===== src/assert_macros.svh =====
// assertion macros shared by the sequence index stepper rtl
// expects clk and rst_n in the scope of each use
`ifndef ASSERT_MACROS_SVH
`define ASSERT_MACROS_SVH

// plain property, checked outside reset
`define SIS_ASSERT(lbl, prop) \
    lbl: assert property (@(posedge clk) disable iff (!rst_n) (prop)) \
        else $error("sis assertion failed");

// same-cycle implication, checked outside reset
`define SIS_ASSERT_IMPLY(lbl, ante, cons) \
    lbl: assert property (@(posedge clk) disable iff (!rst_n) (ante) |-> (cons)) \
        else $error("sis implication failed");

// next-cycle implication, checked outside reset
`define SIS_ASSERT_NEXT(lbl, ante, cons) \
    lbl: assert property (@(posedge clk) disable iff (!rst_n) (ante) |=> (cons)) \
        else $error("sis next-cycle implication failed");

`endif


===== src/sis_pkg.sv =====
// shared types and constants of the sequence index stepper
// no dependencies; used by the interfaces and all modules except sis_ram
package sis_pkg;

    // fixed field widths
    localparam int DATA_W = 32;
    localparam int IDX_W  = 6;
    localparam int POS_W  = 7;
    localparam int CFG_W  = 7;
    localparam int CFG_IDX_W = 3;

    // input item function codes
    localparam logic FUNC_WRITE   = 1'b0;
    localparam logic FUNC_ADVANCE = 1'b1;

    // signed working width of the move unit
    localparam int MOVE_W = POS_W + 2;
    localparam logic signed [MOVE_W-1:0] MOVE_ONE    = 1;
    localparam logic signed [MOVE_W-1:0] BOUNCE_STEP = 2;

    // configuration register indexes
    typedef enum logic [CFG_IDX_W-1:0] {
        REG_SEQ_LENGTH    = 3'd0,
        REG_STEP_SIZE     = 3'd1,
        REG_UNDERFLOW_POS = 3'd2,
        REG_OVERFLOW_POS  = 3'd3,
        REG_BOUNCE_MODE   = 3'd4
    } sis_reg_t;

    // sequencer states
    typedef enum logic [1:0] {
        S_IDLE,
        S_LATCH,
        S_MOVE,
        S_EMIT
    } sis_state_t;

    // configuration seen by the move unit
    typedef struct packed {
        logic [POS_W-1:0] seq_length;
        logic [POS_W-1:0] underflow_pos;
        logic [POS_W-1:0] overflow_pos;
        logic             bounce_mode;
    } sis_cfg_t;

    // position state in and out of the move unit
    typedef struct packed {
        logic [POS_W-1:0] position;
        logic             moving_back;
    } sis_pos_t;

endpackage


===== src/sis_in_if.sv =====
// input channel of the sequence index stepper: valid, ready and item payload
// depends on sis_pkg
interface sis_in_if import sis_pkg::*; ();
    logic                     valid;
    logic                     ready;
    logic                     func;
    logic [IDX_W-1:0]         entry_index;
    logic signed [DATA_W-1:0] entry_value;

    modport source (output valid, func, entry_index, entry_value, input ready);
    modport sink (input valid, func, entry_index, entry_value, output ready);
endinterface


===== src/sis_out_if.sv =====
// output channel of the sequence index stepper: valid, ready and result payload
// depends on sis_pkg
interface sis_out_if import sis_pkg::*; ();
    logic                     valid;
    logic                     ready;
    logic signed [DATA_W-1:0] out_value;
    logic [POS_W-1:0]         read_position;
    logic                     index_fault;

    modport source (output valid, out_value, read_position, index_fault, input ready);
    modport sink (input valid, out_value, read_position, index_fault, output ready);
endinterface


===== src/sis_ram.sv =====
// generic single-port-write, single-port-read ram with registered read data
// depends on nothing; contents are undefined until written
module sis_ram #(
    parameter int WIDTH = 32,
    parameter int DEPTH = 64
) (
    input  logic                     clk,
    input  logic                     wr_en,
    input  logic [$clog2(DEPTH)-1:0] wr_addr,
    input  logic [WIDTH-1:0]         wr_data,
    input  logic                     rd_en,
    input  logic [$clog2(DEPTH)-1:0] rd_addr,
    output logic [WIDTH-1:0]         rd_data
);

    logic [WIDTH-1:0] mem [DEPTH];

    // write port
    always_ff @(posedge clk)
    begin
        if (wr_en)
        begin
            mem[wr_addr] <= wr_data;
        end
    end

    // registered read port
    always_ff @(posedge clk)
    begin
        if (rd_en)
        begin
            rd_data <= mem[rd_addr];
        end
    end

endmodule


===== src/sis_move_unit.sv =====
// shared move unit: one single-place move of the position with boundary handling
// depends on sis_pkg
module sis_move_unit import sis_pkg::*; (
    input  sis_cfg_t cfg,
    input  sis_pos_t cur,
    output sis_pos_t nxt
);

    logic signed [MOVE_W-1:0] pos_s;
    logic signed [MOVE_W-1:0] len_s;
    logic                     back;

    assign len_s = $signed({2'b00, cfg.seq_length});

    // step, then overflow check, then underflow check on the updated value
    always_comb
    begin
        back  = cur.moving_back;
        pos_s = cur.moving_back ? $signed({2'b00, cur.position}) - MOVE_ONE
                                : $signed({2'b00, cur.position}) + MOVE_ONE;
        if (pos_s >= len_s)
        begin
            if (!cfg.bounce_mode)
            begin
                pos_s = $signed({2'b00, cfg.overflow_pos});
            end
            else
            begin
                back  = 1'b1;
                pos_s = pos_s - BOUNCE_STEP;
            end
        end
        if (pos_s < 0)
        begin
            if (!cfg.bounce_mode)
            begin
                pos_s = $signed({2'b00, cfg.underflow_pos});
            end
            else
            begin
                back  = 1'b0;
                pos_s = pos_s + BOUNCE_STEP;
            end
        end
        nxt.position    = pos_s[POS_W-1:0];
        nxt.moving_back = back;
    end

endmodule


===== src/sequence_index_stepper_core.sv =====
// top level of the sequence index stepper: config registers, sequencer, table ram
// depends on sis_pkg, sis_in_if, sis_out_if, sis_ram, sis_move_unit, assert_macros.svh
//
// A write item (func 0) stores entry_value into the table and gives no result; the
// next item can be taken at the following edge. An advance item (func 1) starts a
// registered read of the table ram at its transfer; then S_LATCH takes the read data,
// S_MOVE makes step_size passes through the single shared move unit (one place per
// cycle, boundary checked each time), and S_EMIT loads the output register. Empty
// table, single entry, a position outside the table and a zero step skip the move
// passes. The input is not ready while an advance is in progress and is ready again
// in the cycle after the output register loads. A finished result waits in the
// output register without holding up the next item, and an advance only stalls in
// S_EMIT while that register is still full.
module sequence_index_stepper_core import sis_pkg::*; #(
    parameter int SEQ_DEPTH  = 64,
    parameter int VALUE_BITS = 32
) (
    input  logic                 clk,
    input  logic                 rst_n,
    input  logic                 cfg_we,
    input  logic [CFG_IDX_W-1:0] cfg_index,
    input  logic [CFG_W-1:0]     cfg_wdata,
    sis_in_if.sink               in_stream,
    sis_out_if.source            out_stream
);

`include "assert_macros.svh"

    localparam int ADDR_W = $clog2(SEQ_DEPTH);

    // configuration registers
    logic [POS_W-1:0] seq_length_reg;
    logic [POS_W-1:0] step_size_reg;
    logic [POS_W-1:0] underflow_pos_reg;
    logic [POS_W-1:0] overflow_pos_reg;
    logic             bounce_mode_reg;

    // sequencer state
    sis_state_t       state_reg, state_next;
    logic [POS_W-1:0] position_reg, position_next;
    logic             moving_back_reg, moving_back_next;
    logic [POS_W-1:0] move_cnt_reg, move_cnt_next;

    // pending result
    logic signed [DATA_W-1:0] res_value_reg, res_value_next;
    logic [POS_W-1:0]         res_pos_reg, res_pos_next;
    logic                     res_fault_reg, res_fault_next;

    // output register
    logic                     out_valid_reg, out_valid_next;
    logic signed [DATA_W-1:0] out_value_reg, out_value_next;
    logic [POS_W-1:0]         out_pos_reg, out_pos_next;
    logic                     out_fault_reg, out_fault_next;

    // ram and move unit hookup
    logic                  in_xfer;
    logic                  adv_xfer;
    logic                  wr_xfer;
    logic                  ram_wr_en;
    logic                  ram_rd_en;
    logic [ADDR_W-1:0]     ram_rd_addr;
    logic [VALUE_BITS-1:0] ram_rd_data;
    sis_cfg_t              move_cfg;
    sis_pos_t              move_cur;
    sis_pos_t              move_nxt;

    // configuration writes
    always_ff @(posedge clk or negedge rst_n)
    begin
        if (!rst_n)
        begin
            seq_length_reg    <= '0;
            step_size_reg     <= POS_W'(1);
            underflow_pos_reg <= '0;
            overflow_pos_reg  <= '0;
            bounce_mode_reg   <= 1'b0;
        end
        else if (cfg_we)
        begin
            case (cfg_index)
                REG_SEQ_LENGTH:
                begin
                    if (int'(cfg_wdata) > SEQ_DEPTH)
                    begin
                        seq_length_reg <= POS_W'(SEQ_DEPTH);
                    end
                    else
                    begin
                        seq_length_reg <= cfg_wdata;
                    end
                end
                REG_STEP_SIZE:
                begin
                    if (cfg_wdata <= seq_length_reg)
                    begin
                        step_size_reg <= cfg_wdata;
                    end
                end
                REG_UNDERFLOW_POS:
                begin
                    if (cfg_wdata <= seq_length_reg)
                    begin
                        underflow_pos_reg <= cfg_wdata;
                    end
                end
                REG_OVERFLOW_POS:
                begin
                    if (cfg_wdata <= seq_length_reg)
                    begin
                        overflow_pos_reg <= cfg_wdata;
                    end
                end
                REG_BOUNCE_MODE:
                begin
                    bounce_mode_reg <= cfg_wdata[0];
                end
                default:
                begin
                end
            endcase
        end
    end

    // table ram
    assign in_xfer     = in_stream.valid && in_stream.ready;
    assign adv_xfer    = in_xfer && (in_stream.func == FUNC_ADVANCE);
    assign wr_xfer     = in_xfer && (in_stream.func == FUNC_WRITE);
    assign ram_wr_en   = wr_xfer && (int'(in_stream.entry_index) < SEQ_DEPTH);
    assign ram_rd_en   = adv_xfer;
    assign ram_rd_addr = (seq_length_reg == POS_W'(1)) ? '0 : ADDR_W'(position_reg);

    sis_ram #(
        .WIDTH (VALUE_BITS),
        .DEPTH (SEQ_DEPTH)
    ) u_table (
        .clk     (clk),
        .wr_en   (ram_wr_en),
        .wr_addr (ADDR_W'(in_stream.entry_index)),
        .wr_data (VALUE_BITS'(in_stream.entry_value)),
        .rd_en   (ram_rd_en),
        .rd_addr (ram_rd_addr),
        .rd_data (ram_rd_data)
    );

    // shared move unit
    assign move_cfg.seq_length    = seq_length_reg;
    assign move_cfg.underflow_pos = underflow_pos_reg;
    assign move_cfg.overflow_pos  = overflow_pos_reg;
    assign move_cfg.bounce_mode   = bounce_mode_reg;
    assign move_cur.position      = position_reg;
    assign move_cur.moving_back   = moving_back_reg;

    sis_move_unit u_move (
        .cfg (move_cfg),
        .cur (move_cur),
        .nxt (move_nxt)
    );

    // state register
    always_ff @(posedge clk or negedge rst_n)
    begin
        if (!rst_n)
        begin
            state_reg <= S_IDLE;
        end
        else
        begin
            state_reg <= state_next;
        end
    end

    // sequencer next state and outputs
    always_comb
    begin
        state_next       = state_reg;
        position_next    = position_reg;
        moving_back_next = moving_back_reg;
        move_cnt_next    = move_cnt_reg;
        res_value_next   = res_value_reg;
        res_pos_next     = res_pos_reg;
        res_fault_next   = res_fault_reg;
        out_valid_next   = out_valid_reg && !out_stream.ready;
        out_value_next   = out_value_reg;
        out_pos_next     = out_pos_reg;
        out_fault_next   = out_fault_reg;
        in_stream.ready  = 1'b0;

        case (state_reg)
            S_IDLE:
            begin
                in_stream.ready = 1'b1;
                if (in_stream.valid && (in_stream.func == FUNC_ADVANCE))
                begin
                    state_next = S_LATCH;
                end
            end
            S_LATCH:
            begin
                move_cnt_next  = '0;
                res_value_next = '0;
                res_pos_next   = '0;
                res_fault_next = 1'b0;
                if (seq_length_reg == '0)
                begin
                    // empty table gives zero
                end
                else if (seq_length_reg == POS_W'(1))
                begin
                    res_value_next = DATA_W'(ram_rd_data);
                end
                else if (position_reg >= seq_length_reg)
                begin
                    res_pos_next   = position_reg;
                    res_fault_next = 1'b1;
                end
                else
                begin
                    res_value_next = DATA_W'(ram_rd_data);
                    res_pos_next   = position_reg;
                    move_cnt_next  = step_size_reg;
                end
                state_next = (move_cnt_next != '0) ? S_MOVE : S_EMIT;
            end
            S_MOVE:
            begin
                position_next    = move_nxt.position;
                moving_back_next = move_nxt.moving_back;
                move_cnt_next    = move_cnt_reg - POS_W'(1);
                if (move_cnt_reg == POS_W'(1))
                begin
                    state_next = S_EMIT;
                end
            end
            S_EMIT:
            begin
                if (!out_valid_reg || out_stream.ready)
                begin
                    out_valid_next = 1'b1;
                    out_value_next = res_value_reg;
                    out_pos_next   = res_pos_reg;
                    out_fault_next = res_fault_reg;
                    state_next     = S_IDLE;
                end
            end
            default:
            begin
                state_next = S_IDLE;
            end
        endcase
    end

    // control registers
    always_ff @(posedge clk or negedge rst_n)
    begin
        if (!rst_n)
        begin
            position_reg    <= '0;
            moving_back_reg <= 1'b0;
            move_cnt_reg    <= '0;
            out_valid_reg   <= 1'b0;
        end
        else
        begin
            position_reg    <= position_next;
            moving_back_reg <= moving_back_next;
            move_cnt_reg    <= move_cnt_next;
            out_valid_reg   <= out_valid_next;
        end
    end

    // payload registers
    always_ff @(posedge clk)
    begin
        res_value_reg <= res_value_next;
        res_pos_reg   <= res_pos_next;
        res_fault_reg <= res_fault_next;
        out_value_reg <= out_value_next;
        out_pos_reg   <= out_pos_next;
        out_fault_reg <= out_fault_next;
    end

    // output channel
    assign out_stream.valid         = out_valid_reg;
    assign out_stream.out_value     = out_value_reg;
    assign out_stream.read_position = out_pos_reg;
    assign out_stream.index_fault   = out_fault_reg;

    // checks
    `SIS_ASSERT_IMPLY(a_move_cnt_live, state_reg == S_MOVE, move_cnt_reg != '0)
    `SIS_ASSERT_NEXT(a_advance_to_latch, adv_xfer, state_reg == S_LATCH)
    `SIS_ASSERT_NEXT(a_write_stays_idle, wr_xfer, state_reg == S_IDLE)
    `SIS_ASSERT(a_fault_zero, !(out_valid_reg && out_fault_reg) || (out_value_reg == '0))

endmodule

===== src/flat_wrapper.sv =====
// flat-port wrapper written by rule: the top's interface ports become plain ports
module sequence_index_stepper_core_flat import sis_pkg::*;
#(
    parameter int SEQ_DEPTH  = 64,
    parameter int VALUE_BITS = 32
)
  (clk, rst_n, cfg_we, cfg_index, cfg_wdata, in_stream_valid, in_stream_func, in_stream_entry_index, in_stream_entry_value, in_stream_ready, out_stream_valid, out_stream_out_value, out_stream_read_position, out_stream_index_fault, out_stream_ready);
  sis_in_if in_stream_i ();
  sis_out_if out_stream_i ();
  input  logic clk;
  input  logic rst_n;
  input  logic cfg_we;
  input  logic [CFG_IDX_W-1:0] cfg_index;
  input  logic [CFG_W-1:0] cfg_wdata;
  input wire logic [$bits(in_stream_i.valid)-1:0] in_stream_valid;
  input wire logic [$bits(in_stream_i.func)-1:0] in_stream_func;
  input wire logic [$bits(in_stream_i.entry_index)-1:0] in_stream_entry_index;
  input wire logic [$bits(in_stream_i.entry_value)-1:0] in_stream_entry_value;
  output wire logic [$bits(in_stream_i.ready)-1:0] in_stream_ready;
  output wire logic [$bits(out_stream_i.valid)-1:0] out_stream_valid;
  output wire logic [$bits(out_stream_i.out_value)-1:0] out_stream_out_value;
  output wire logic [$bits(out_stream_i.read_position)-1:0] out_stream_read_position;
  output wire logic [$bits(out_stream_i.index_fault)-1:0] out_stream_index_fault;
  input wire logic [$bits(out_stream_i.ready)-1:0] out_stream_ready;
  assign in_stream_i.valid = in_stream_valid;
  assign in_stream_i.func = in_stream_func;
  assign in_stream_i.entry_index = in_stream_entry_index;
  assign in_stream_i.entry_value = in_stream_entry_value;
  assign in_stream_ready = in_stream_i.ready;
  assign out_stream_valid = out_stream_i.valid;
  assign out_stream_out_value = out_stream_i.out_value;
  assign out_stream_read_position = out_stream_i.read_position;
  assign out_stream_index_fault = out_stream_i.index_fault;
  assign out_stream_i.ready = out_stream_ready;
  sequence_index_stepper_core #(.SEQ_DEPTH(SEQ_DEPTH), .VALUE_BITS(VALUE_BITS)) u_core (.clk(clk), .rst_n(rst_n), .cfg_we(cfg_we), .cfg_index(cfg_index), .cfg_wdata(cfg_wdata), .in_stream(in_stream_i), .out_stream(out_stream_i));
endmodule

===== config.mk =====
export PLATFORM = sky130hd
export DESIGN_NAME = sequence_index_stepper_core_flat
export DESIGN_NICKNAME = d
export VERILOG_FILES = /design/src/sis_pkg.sv /design/src/sis_in_if.sv /design/src/sis_out_if.sv /design/src/sis_ram.sv /design/src/sis_move_unit.sv /design/src/sequence_index_stepper_core.sv /design/src/flat_wrapper.sv
export VERILOG_INCLUDE_DIRS = /design/src /design/src/src
export SDC_FILE = /design/constraint.sdc
export NUM_CORES = 2
export LEC_CHECK = 0
export BUFFER_PORTS_ARGS = -buffer_cell sky130_fd_sc_hd__buf_2
export CAP_MARGIN = 5
export CORE_AREA = 2 2 444 446
export CTS_CLUSTER_DIAMETER = 100
export CTS_CLUSTER_SIZE = 28
export DETAILED_ROUTE_END_ITERATION = 7
export DIE_AREA = 0 0 446 448
export PLACE_DENSITY = 0.64
export RECOVER_POWER = 100
export SLEW_MARGIN = 25
export SYNTH_ARGS = -nofsm -noshare
export SYNTH_HDL_FRONTEND = slang
export SYNTH_SLANG_ARGS = --single-unit

===== constraint.sdc =====
create_clock -name clk -period 12.5 [get_ports clk]
set_input_delay 2.5 -clock clk [delete_from_list [all_inputs] [get_ports clk]]
set_output_delay 2.5 -clock clk [all_outputs]
set_load 0.05 [all_outputs]

Yosys cells after proc, flatten, opt, wreduce, memory -nomap -nowiden
Memories as Yosys holds them, arrays and structs flattened. A register that Yosys moved wholly into a read port is not among the register bits.
Cells that the tools add are included.
{"block": "word_totals", "mem_count": 1, "out_inout_bits": 42, "register_bits": 127, "elab_cells": 90, "input_bits": 54, "mem_bits_rw": 2048}
{"block": "classes", "bitwise_logic": 1, "add_sub_neg": 5, "eq_ne": 12, "magnitude_cmp": 5, "reduce_logical": 21, "mux": 29}
{"memory": "u_core.u_table.mem", "depth": 64, "width": 32, "rd": 1, "rd_ports_with_merged_regs": 1, "wr": 1, "line": "sis_ram.sv:16", "source": "logic [WIDTH-1:0] mem [DEPTH];"}
{"op": "$mux 32", "count": 2}
{"op": "$mux 7", "count": 7}
{"op": "$mux 9", "count": 3}
{"op": "$eq 7x1->1 const B", "count": 2}
{"op": "$pmux 7 s2", "count": 1}
{"op": "$reduce_and 3->1", "count": 4}
{"op": "$mux 1", "count": 11}
{"op": "$ge 9x8->1", "count": 1}
{"op": "$lt 9x1->1 const B", "count": 1}
{"op": "$sub 9x3->9 const B", "count": 1}
{"op": "$add 7x1->8 const B", "count": 1}
{"op": "$pmux 2 s4", "count": 1}
{"op": "$sub 7x1->8 const B", "count": 1}
{"op": "$add 7x3->7 const B", "count": 1}
{"op": "$ge 7x7->1", "count": 1}
{"op": "$gt 7x7->1 const B", "count": 1}
{"op": "$le 7x7->1", "count": 1}
{"op": "$logic_not 7->1", "count": 1}
{"op": "$reduce_bool 7->1", "count": 1}
{"op": "$sub 7x1->7 const B", "count": 1}
{"op": "$eq 3x2->1 const B", "count": 2}
{"op": "$mux 2", "count": 3}
{"op": "$mux 6", "count": 1}
{"op": "$ne 2x1->1 const B", "count": 3}
{"op": "other kinds (13)", "count": 21}

Depth between registers and ports, before layout
{"block": "depth", "ltp_word": 8, "depth_mapped": 21, "ltp_nobuf": 15}

By module
Synthesis repeated with hierarchy kept, for this count alone.
{"block": "hier_totals", "hier_cells": 3834, "area_unflattened_um2": 85273.0}
{"mod": "sis_ram", "area_each_um2": 78835.6, "cells_each": 3324, "instances": 1}
{"mod": "sequence_index_stepper_core", "area_each_um2": 5326.4, "cells_each": 354, "instances": 1}
{"mod": "sis_move_unit", "area_each_um2": 1111.1, "cells_each": 156, "instances": 1}

Least setup slack after synthesis
No wires, ideal clock.
{"block": "synth_path", "kind": "in2reg", "from": "input in_stream_entry_index[3]", "to": "memory u_core.u_table.mem[10][0], enable pin", "setup_time_ns": 0.421, "t_required_ns": 12.079, "path_slack_ns": 7.390, "arrival_ns": 4.689, "path_buffers": 2, "cell_stages": 4, "cell_sequence": "clkbuf_1 > or3b_2 > clkbuf_1 > nor2_1"}
{"item": "start: declaration", "line": "flat_wrapper.sv:17", "source": "input wire logic [$bits(in_stream_i.entry_index)-1:0] in_stream_entry_index;"}
{"item": "end: declaration", "line": "sis_ram.sv:16"}
No word-level cell before the write port.

Final worst setup path
{"block": "layout_path", "from": "register u_core.position_reg[0]", "to": "register u_core.u_table.rd_data[30] (read register of u_core.u_table.mem), data pin"}
{"block": "layout_between", "elab_chain_cells": 1}
{"item": "start: declaration", "line": "sequence_index_stepper_core.sv:40", "source": "logic [POS_W-1:0] position_reg, position_next;"}
{"item": "start signal: assignment", "line": "sequence_index_stepper_core.sv:264", "source": "position_reg <= position_next;"}
{"item": "$mux 6", "line": "sequence_index_stepper_core.sv:130", "source": "assign ram_rd_addr = (seq_length_reg == POS_W'(1)) ? '0 : ADDR_W'(position_reg);"}
{"item": "end: declaration", "line": "sis_ram.sv:13", "source": "output logic [WIDTH-1:0] rd_data"}
Every way passes these cells.
A chain may end at the register's enable or synchronous reset.

==> impl_metrics.py <==
metrics = {
    "outcome": {
        "outcome": "finished with violations",
        "failed_checks": "capacitance limit, slew limit",
    },
    "clock_network": {
        "clkLatencyLatePin_ns": 0.78,
        "cts-root-buf": "clkbuf_16",
        "postCtsHoldBufs": 0,
        "cts.htree.levels": 3,
        "cts_resized": 0,
        "clkSinkCount": 2207,
        "cts_setup_buffers": 0,
        "cts_tree": "built",
        "numCtsBuffers": 91,
        "clkTransAtPathRegs_ns": 0.11,
        "clockBufferDepth": 3,
    },
    "logic_synthesis": {
        "ys_warn_count": 0,
        "ys_seq_elements": 2207,
        "synth_top_area_cell": "edfxtp_1",
        "syn_area_mm2": 0.0875,
        "async_flop_share_pct": 2.13,
        "synth.distinct_cells": 82,
        "yosys-top-cells-count": "edfxtp_1, nand2_1, mux2i_1",
        "ys.flop_type": "edfxtp_1",
        "syn-num-nets": 5873,
        "yosysSeqAreaShare_pct": 75.5,
        "yosysMostFrequentCell": "edfxtp_1",
        "syn_avg_cell_area_um2": 15.1,
        "netlist_top_cells_area": "edfxtp_1, nand2_1, mux2i_1, dfrtp_1, mux4_2",
        "yosysTopAreaCellShare_pct": 74.1,
        "postSynthCellCount": 5789,
        "synth_edf_count": 2160,
    },
    "finish": {
        "fin_nets": 5860,
        "fill_cells": 16456,
        "regMostFlops": "u_core.u_table.mem",
        "drive_above_1_share_pct": 7.55,
        "areaGrowthSynthToFinish_pct": 6.79,
        "largest_reg_flops": 2048,
    },
    "floorplan": {
        "dieArea_mm2": 0.200,
        "start_util_pct": 45.0,
        "io_pins": 96,
        "die_w_um": 446,
        "fp.coreArea_mm2": 0.195,
        "core.rowCount": 162,
        "die_h_um": 448,
    },
    "critical_path": {
        "crit_path_max_incr_delay_ns": 2.17,
        "crit_path_max_fanout": 50,
        "path_class": "flip-flop to flip-flop",
        "cp_cell_sequence": "clkinvlp_2 > clkbuf_1 > buf_4 > or3_1 > o21ai_0 > a211oi_1 > a31oi_1 > o2111ai_1 > a211o_1",
        "required_ns": 13.05,
        "worst_ep_arrival_time_ns": 9.23,
        "crit_path_start_kind": "flip-flop",
        "path_delay_family": "buffers and inverters",
        "endpoint_kind": "flip-flop",
        "cp_slowest_cell": "clkinvlp_2",
        "critPathBufInv": 3,
    },
    "job": {
        "cap_viol_max_count": 79,
    },
    "placed_design": {
        "dp_hpwl_mm": 170,
        "place.gp.congestion": 0.995,
        "port_buffers": 95,
    },
    "detailed_routing": {
        "wl_per_cell_um": 33.5,
        "wirelength_mm": 280,
        "vias": 53922,
        "postRouteAntennaNets": 0,
        "drt-initial-drc-count": 9452,
        "firstDrtPassIters": 6,
        "vias_per_cell": 6.46,
        "drc": 0,
    },
    "timing": {
        "setup_viol": 0,
        "min_period_over_period_pct": 69.4,
        "fin_skew_ns": 0.0558,
        "hold_viol": 0,
        "rsz0062_at_grt": "no",
        "finalSetupTns_ns": 0,
        "fmax_mhz": 115,
        "finalMaxSlewViolations": 2960,
        "slew_headroom_pct": -210,
        "worstMarginPinSlew_ns": 4.64,
        "fin_crit_ns": 8.68,
    },
    "worst_hold_path": {
        "hp-class": "flip-flop to flip-flop",
    },
    "grt": {
        "antenna_found_initial": 41,
        "grt_usage_pct": 27.4,
        "grt_pass1_vias": 49052,
        "grt_max_degree": 144,
        "overflow": 0,
        "grt_first_pass_wirelength_mm": 386,
    },
    "pwr": {
        "p_per_area_mw_per_mm2": 208,
        "p_leak_nw": 29.5,
        "irDropWorstVdd_mv": 0.138,
        "power.total_mw": 19.4,
    },
}
path summary, 6_finish.rpt:
path,start,endpoint,slack [ns],cells past startpoint
worst max-delay path,u_core.position_reg[0],u_core.u_table.rd_data[30],3.82,9
worst min-delay path,u_core.res_pos_reg[1],u_core.out_stream.read_position[1],0.43,0
worst max register to register,u_core.position_reg[0],u_core.u_table.rd_data[30],3.82,9
worst min register to register,u_core.res_pos_reg[1],u_core.out_stream.read_position[1],0.43,0
max in group asynchronous,rst_n,u_core.position_reg[2],7.92,2
min in group asynchronous,rst_n,u_core.move_cnt_reg[4],2.69,2
placed cells by master (no fill, tap or decap), types with 10 or more instances in the layout:
cell,instances
a211oi_1,62
a211oi_2,27
a21oi_1,176
a221oi_1,57
a22o_1,11
a22oi_1,45
a31oi_1,155
a32oi_1,19
and2_1,20
and3_1,61
buf_12,10
buf_2,31
buf_4,77
clkbuf_1,164
clkbuf_16,95
dfrtp_1,45
diode_2,11
edfxtp_1,2160
ha_1,30
inv_1,23
mux2_2,88
mux2i_1,255
mux4_2,51
nand2_1,889
nand2b_1,24
nand3_1,217
nand4_1,45
nor2_1,176
nor2b_1,46
nor3_1,44
nor4_1,10
o211ai_1,27
o21a_1,48
o21ai_0,221
o221ai_1,39
o22a_1,18
o22ai_1,149
or3_1,15
or4b_1,13
power by group:
part / internal [mW] / switching, mW / leakage, nW
Combinational: 1.92 / 5.18 / 8.17
Sequential: 8.47 / 0.198 / 20.0
Clock: 1.42 / 2.22 / 1.25
Total: 11.8 / 7.60 / 29.5
kinds of logic (layout without fill, tap and decap cells):
family,Yosys count,after routing,share of synthesized area (%)
AOI/OAI and AO/OA,1132,1132,8.47
other,0,11,0
muxes,394,394,5.36
DFF,2207,2207,75.5
and+or+nand+nor,1613,1613,8.21
adders and majority gates,30,30,0.429
xor gates and xnor gates,6,6,0.0601
buffers and inverters,407,417,2.00
per-layer routing:
layer / wire length [um] / track usage (%)
met1: 106000 / 38.1
met2: 122000 / 40.3
met3: 36400 / 7.36
met4: 15300 / 12.5
met5: 171 / 0
cell type report:
| type | instances | area, um^2 | area share (%) |
|---|---|---|---|
| Timing Repair Buffer | 275 | 1530 | 1.64 |
| Clock buffer | 104 | 2410 | 2.58 |
| Sequential cell | 2207 | 66000 | 70.7 |
| Clock inverter | 12 | 151 | 0.162 |
| Multi-Input combinational cell | 3175 | 20000 | 21.4 |
| Inverter | 26 | 101 | 0.108 |
| Tap cell | 2542 | 3180 | 3.40 |
| Antenna cell | 11 | 27.5 | 0.0295 |
through the flow:
| stage | instances | instance area (um^2) | setup WS, ns | hold WS, ns | util, % |
|---|---|---|---|---|---|
| after floorplan | 5789 | 87500 | 7.39 | 0.400 | - |
| after global placement | 8145 | 91200 | 6.24 | 0.402 | 46.8 |
| after detailed placement | 8198 | 92400 | 6.35 | 0.405 | 47.5 |
| after CTS | 8314 | 94900 | 7.09 | 0.426 | 48.8 |
| after global routing | 8345 | 93400 | 3.53 | 0.434 | 48.0 |
| final | 8352 | 93500 | 3.82 | 0.425 | 48.0 |
worst register-to-register path, cell delays in order, from the launching register on:
cell and delay [ns]:
dfrtp_1 2.03, clkinvlp_2 2.18, clkbuf_1 1.47, buf_4 0.80
or3_1 0.46, o21ai_0 0.07, a211oi_1 0.14, a31oi_1 0.61
o2111ai_1 0.37, a211o_1 0.35
Note: power is estimated with default switching activity, not from simulation.
